**src/rtl/core/trqbd_pkg.sv**
```systemverilog
// ----------------------------------------------------------------------------
// trqbd_pkg
// Shared types, codes and defaults of the ticketed ring queue.
// ----------------------------------------------------------------------------
package trqbd_pkg;

  localparam int TICKET_W        = 32;
  localparam int QUEUE_DEPTH_DEF = 256;
  localparam int MAX_BATCH_DEF   = 8;

  localparam logic [TICKET_W-1:0] EMPTY_TICKET = '1;

  // result status codes
  localparam logic [1:0] ST_ENQ_OK       = 2'd0;
  localparam logic [1:0] ST_ENQ_BUSY     = 2'd1;
  localparam logic [1:0] ST_DEQ_ITEM     = 2'd2;
  localparam logic [1:0] ST_DEQ_NOTREADY = 2'd3;

  // operation codes
  localparam logic FN_ENQ = 1'b0;
  localparam logic FN_DEQ = 1'b1;

  typedef struct packed {
    logic               func;
    logic signed [31:0] value;
    logic        [3:0]  batch_count;
  } in_t;

  typedef struct packed {
    logic        [1:0]  status;
    logic signed [31:0] item_data;
    logic               item_skipped;
    logic               last_item;
  } out_t;

  typedef struct packed {
    logic clr;
    logic accept;
    logic enq_fin;
    logic chk_rd;
    logic chk_eval;
    logic em_rd;
    logic em_out;
    logic fail_out;
  } cmd_t;

  typedef struct packed {
    logic in_enq;
    logic in_kzero;
    logic last;
    logic ready;
    logic clr_done;
    logic out_free;
  } sts_t;

endpackage

```
**src/rtl/core/trqbd_ctrl.sv**
```systemverilog
// ----------------------------------------------------------------------------
// trqbd_ctrl
// Sequencer for clearing pass, enqueue, batch check and batch delivery.
// ----------------------------------------------------------------------------
module trqbd_ctrl (
  input  logic              clk,
  input  logic              rst,
  input  logic              in_valid,
  output logic              in_stall,
  output trqbd_pkg::cmd_t   cmd,
  input  trqbd_pkg::sts_t   sts
);
  import trqbd_pkg::*;

  localparam logic [2:0] S_CLEAR  = 3'd0;
  localparam logic [2:0] S_IDLE   = 3'd1;
  localparam logic [2:0] S_ENQ    = 3'd2;
  localparam logic [2:0] S_CHK_RD = 3'd3;
  localparam logic [2:0] S_CHK_EV = 3'd4;
  localparam logic [2:0] S_EM_RD  = 3'd5;
  localparam logic [2:0] S_EM_OUT = 3'd6;
  localparam logic [2:0] S_FAIL   = 3'd7;

  logic [2:0] state;
  logic [2:0] state_next;

  assign in_stall = (state != S_IDLE);

  always_comb begin
    cmd        = '0;
    state_next = state;
    unique case (state)
      S_CLEAR: begin
        cmd.clr = 1'b1;
        if (sts.clr_done) begin
          state_next = S_IDLE;
        end
      end
      S_IDLE: begin
        if (in_valid) begin
          cmd.accept = 1'b1;
          if (sts.in_enq) begin
            state_next = S_ENQ;
          end else if (sts.in_kzero) begin
            state_next = S_FAIL;
          end else begin
            state_next = S_CHK_RD;
          end
        end
      end
      S_ENQ: begin
        if (sts.out_free) begin
          cmd.enq_fin = 1'b1;
          state_next  = S_IDLE;
        end
      end
      S_CHK_RD: begin
        cmd.chk_rd = 1'b1;
        state_next = S_CHK_EV;
      end
      S_CHK_EV: begin
        cmd.chk_eval = 1'b1;
        if (sts.last) begin
          state_next = S_FAIL;
        end else begin
          state_next = S_CHK_RD;
        end
      end
      S_EM_RD: begin
        cmd.em_rd  = 1'b1;
        state_next = S_EM_OUT;
      end
      S_EM_OUT: begin
        if (sts.out_free) begin
          cmd.em_out = 1'b1;
          state_next = sts.last ? S_IDLE : S_EM_RD;
        end
      end
      S_FAIL: begin
        if (sts.out_free) begin
          cmd.fail_out = 1'b1;
          state_next   = S_IDLE;
        end
      end
      default: state_next = S_IDLE;
    endcase
    // the last check step decides between delivery and refusal
    if (state == S_CHK_EV && sts.last && sts.ready) begin
      state_next = S_EM_RD;
    end
  end

  always_ff @(posedge clk) begin
    if (rst) begin
      state <= S_CLEAR;
    end else begin
      state <= state_next;
    end
  end

  a_accept_then_busy: assert property (@(posedge clk) disable iff (rst)
    cmd.accept |=> in_stall)
    else $error("accepted word not followed by stall");

  a_clear_no_accept: assert property (@(posedge clk) disable iff (rst)
    cmd.clr |-> !cmd.accept)
    else $error("word accepted during clearing pass");

endmodule

```
**config.mk**
```make
export PLATFORM = sky130hd
export DESIGN_NAME = trqbd_ctrl
export DESIGN_NICKNAME = d
export VERILOG_FILES = /design/src/rtl/core/trqbd_pkg.sv /design/src/rtl/core/trqbd_ctrl.sv
export SDC_FILE = /design/constraint.sdc
export NUM_CORES = 1
export LEC_CHECK = 0
export ABC_AREA = 1
export ABC_CLOCK_PERIOD_IN_PS = 3100
export BUFFER_PORTS_ARGS = -buffer_cell sky130_fd_sc_hd__buf_2
export CAP_MARGIN = 20
export CORE_AREA = 10 10 47 49
export CTS_CLUSTER_DIAMETER = 120
export CTS_CLUSTER_SIZE = 25
export DETAILED_ROUTE_END_ITERATION = 10
export DIE_AREA = 0 0 57 59
export MAX_ROUTING_LAYER = met4
export PLACE_DENSITY_LB_ADDON = 0.08
export SYNTH_ARGS = -nofsm -noshare
export SYNTH_HDL_FRONTEND = slang
export SYNTH_SLANG_ARGS = --single-unit
```
**constraint.sdc**
```tcl
create_clock -name clk -period 3.1 [get_ports clk]
set_input_delay 0.31 -clock clk [delete_from_list [all_inputs] [get_ports clk]]
set_output_delay 0.31 -clock clk [all_outputs]
set_load 0.05 [all_outputs]
```
==> summary.txt <==
Run status
  – Status: complete, no violations

Placed design
  – Pre-CTS WS: 1650 ps
  – Final Wtd Congestion: 0.753
  – DP HPWL: 786 um
  – I/O Buffers: 17

Critical path
  – Crit path capture type: output port
  – CP arrival: 1400 ps
  – R2R Setup Slk: 2000 ps
  – Critical Path RT: 2790 ps
  – Kind of critical path: reg2out
  – Crit-path max FO: 7
  – Crit path launch type: flip-flop

Floorplan
  – Starting Density: 21.8%
  – Chip height: 59 um
  – Ports: 18
  – Core area: 0.00140 mm^2
  – Num rows: 14
  – Die width: 57 um
  – Full die area: 0.00336 mm^2

Drt
  – Post-Route WL: 918 um
  – Number of routed nets with antenna violations: 0
  – DRC viols: 0
  – Via-per-instance ratio: 4.28
  – DR iter-0 viols: 8
  – Vias: 377
  – Routed len/inst: 10.4 um
  – DRT Pass-1 Iters: 4

Clock network
  – Number of CTS-inserted buffers: 3
  – CTS tree: built
  – Clk slew on worst S/H paths: 40 ps
  – Worst-skew pair later-pin latency: 230 ps
  – CTS root buf: clkbuf_4
  – CTS H-tree lvls: 1
  – Sink Count: 3
  – CTS Hold Bufs: 0
  – Cells resized by post-CTS repair: 0
  – CTS max path bufs: 2
  – Post CTS Setup Buffer Count: 0

Job
  – Total of max-cap violations: 0

Timing
  – Fin crit share: 55.3%
  – Slew @ Worst Pin: 299 ps
  – Hold Slack: 347 ps
  – Tmin final: 1710 ps
  – Slew Viols, Final: 0
  – Setup TNS: 0 ps
  – Clock skew: 3.49 ps
  – Final hold vios: 0
  – Max Fclk: 0.583 GHz
  – Final setup viols: 0
  – RSZ-0062 raised after global routing: false
  – Setup ws final: 1390 ps
  – Slew HR: 80.0%

Logic synthesis
  – Number of distinct library cells after synthesis: 16
  – Seq/Total Area, Yosys: 19.7%
  – FF+latch count, synth: 3
  – Synth warn: 0
  – Post-synth top area share: 19.7%
  – Synth area leaders: dfxtp_1 (20%), nand3_2 (13%), inv_1 (11%), nand2_1 (11%), nand3_1 (8.2%)
  – Syn_area_per_cell: 5.99 um^2
  – Mapped Nets: 60
  – Largest area contributor in the netlist: dfxtp_1
  – Syn Inst Count: 51
  – Cell Area, Synth: 305 um^2

Global routing
  – Number of global-route vias before repair: 361
  – Global-route wire length before repair: 1.53 mm
  – Initial antenna violation count: 0
  – Grt total ovfl: 0
  – Total GRT Usage: 5.55%
  – Largest net degree at the start of global routing: 9

Cells and area
  – Area occupied by registers: 60.1 um^2
  – Nets@finish: 82
  – N_diodes: 0
  – Max FFs per register: 3
  – Layout cells sized above 1: 43.1%
  – Area Growth Syn to Fin: 43.0%
  – Fillers: 171
  – Largest regs: state x3
  – Largest register by flop count: state
  – Multi-input gate area: 194 um^2

Pwr
  – Cell area power density: 776 mW/mm^2
  – Worst VDD drop: 0.000302 V
  – P_leak: 0.000248 uW

Hold path
  – Hold WC Path Type: in2reg
[layout make-up]
class                   instances  area share (%)
clock buffers                   4            6.02
inverters                      13            11.7
multi-input cells              35            44.4
flip-flops and latches          3            13.8
well taps                      16            4.58
repair buffers                 17            19.5
[power breakdown]
part / internal [uW] / switching (uW)
clock network: 48.1 / 18.4
registers: 48.5 / 19.5
logic: 54.8 / 150
total: 151 / 188
[critical path, stage by stage, from the launching register on]
cell,delay (ps)
dfxtp_1,470
inv_1,130
nor2_1,100
inv_1,50
nor3_1,130
buf_2,290
[worst paths after layout]
kind / from / end / cells past startpoint
worst max register to register: state[0]$_SDFFE_PP0P_ / state[0]$_SDFFE_PP0P_ / 7
worst min-delay path: rst / state[0]$_SDFFE_PP0P_ / 3
worst min register to register: state[1]$_SDFFE_PP0P_ / state[1]$_SDFFE_PP0P_ / 2
worst max-delay path: state[1]$_SDFFE_PP0P_ / cmd[5] / 5
[stage by stage]
| stage | cell area, um^2 | std cells | utilization [%] | total power, uW |
|---|---|---|---|---|
| floorplan | 305 | 51 | - | 230 |
| global placement | 410 | 84 | 29.3 | 280 |
| detailed placement | 410 | 84 | 29.3 | 275 |
| CTS | 437 | 88 | 31.2 | 344 |
| global route | 437 | 88 | 31.2 | 369 |
| finish | 437 | 88 | 31.2 | 339 |
[cell usage after synthesis]
| cell type | number |
|---|---|
| nand4_1 | 1 |
| a211oi_1 | 1 |
| nand2_1 | 9 |
| nand3_2 | 4 |
| nand3_1 | 5 |
| dfxtp_1 | 3 |
| clkinv_1 | 1 |
| nor2_2 | 3 |
| o2111ai_1 | 1 |
| nor2_1 | 6 |
| inv_4 | 1 |
| nor3_1 | 2 |
| inv_2 | 2 |
| inv_1 | 9 |
| a21oi_1 | 2 |
| o21bai_2 | 1 |
[cell usage in the layout (no fill, tap or decap)]
cell type	synthesis	layout
nor3_1	2	2
clkinv_1	1	1
nand2_1	9	9
inv_2	2	2
nor2_2	3	3
nand3_2	4	4
buf_2	0	17
nor2_1	6	6
dfxtp_1	3	3
nand4_1	1	1
clkbuf_4	0	3
inv_4	1	1
a211oi_1	1	1
o2111ai_1	1	1
o21bai_2	1	1
nand3_1	5	5
clkbuf_1	0	1
a21oi_1	2	2
inv_1	9	9
[cells by family (layout without fill, tap and decap cells)]
logic type,after synthesis,after routing,synth area share (%)
AO/OA/AOI/OAI,5,5,12.3
buffers and inverters,13,34,16.8
AND/OR/NAND/NOR,30,30,51.2
flip-flops,3,3,19.7
[metal layers]
layer / part of all wire (%) / global-route usage [%] / vias up
li1: - / - / 206
met1: 42 / 5.81 / 163
met2: 54 / 9.77 / 8
met3: 3.6 / 2.79 / 0
met4: 0 / 0 / 0
met5: 0 / - / -
Note: power is estimated with default switching activity, not from simulation.
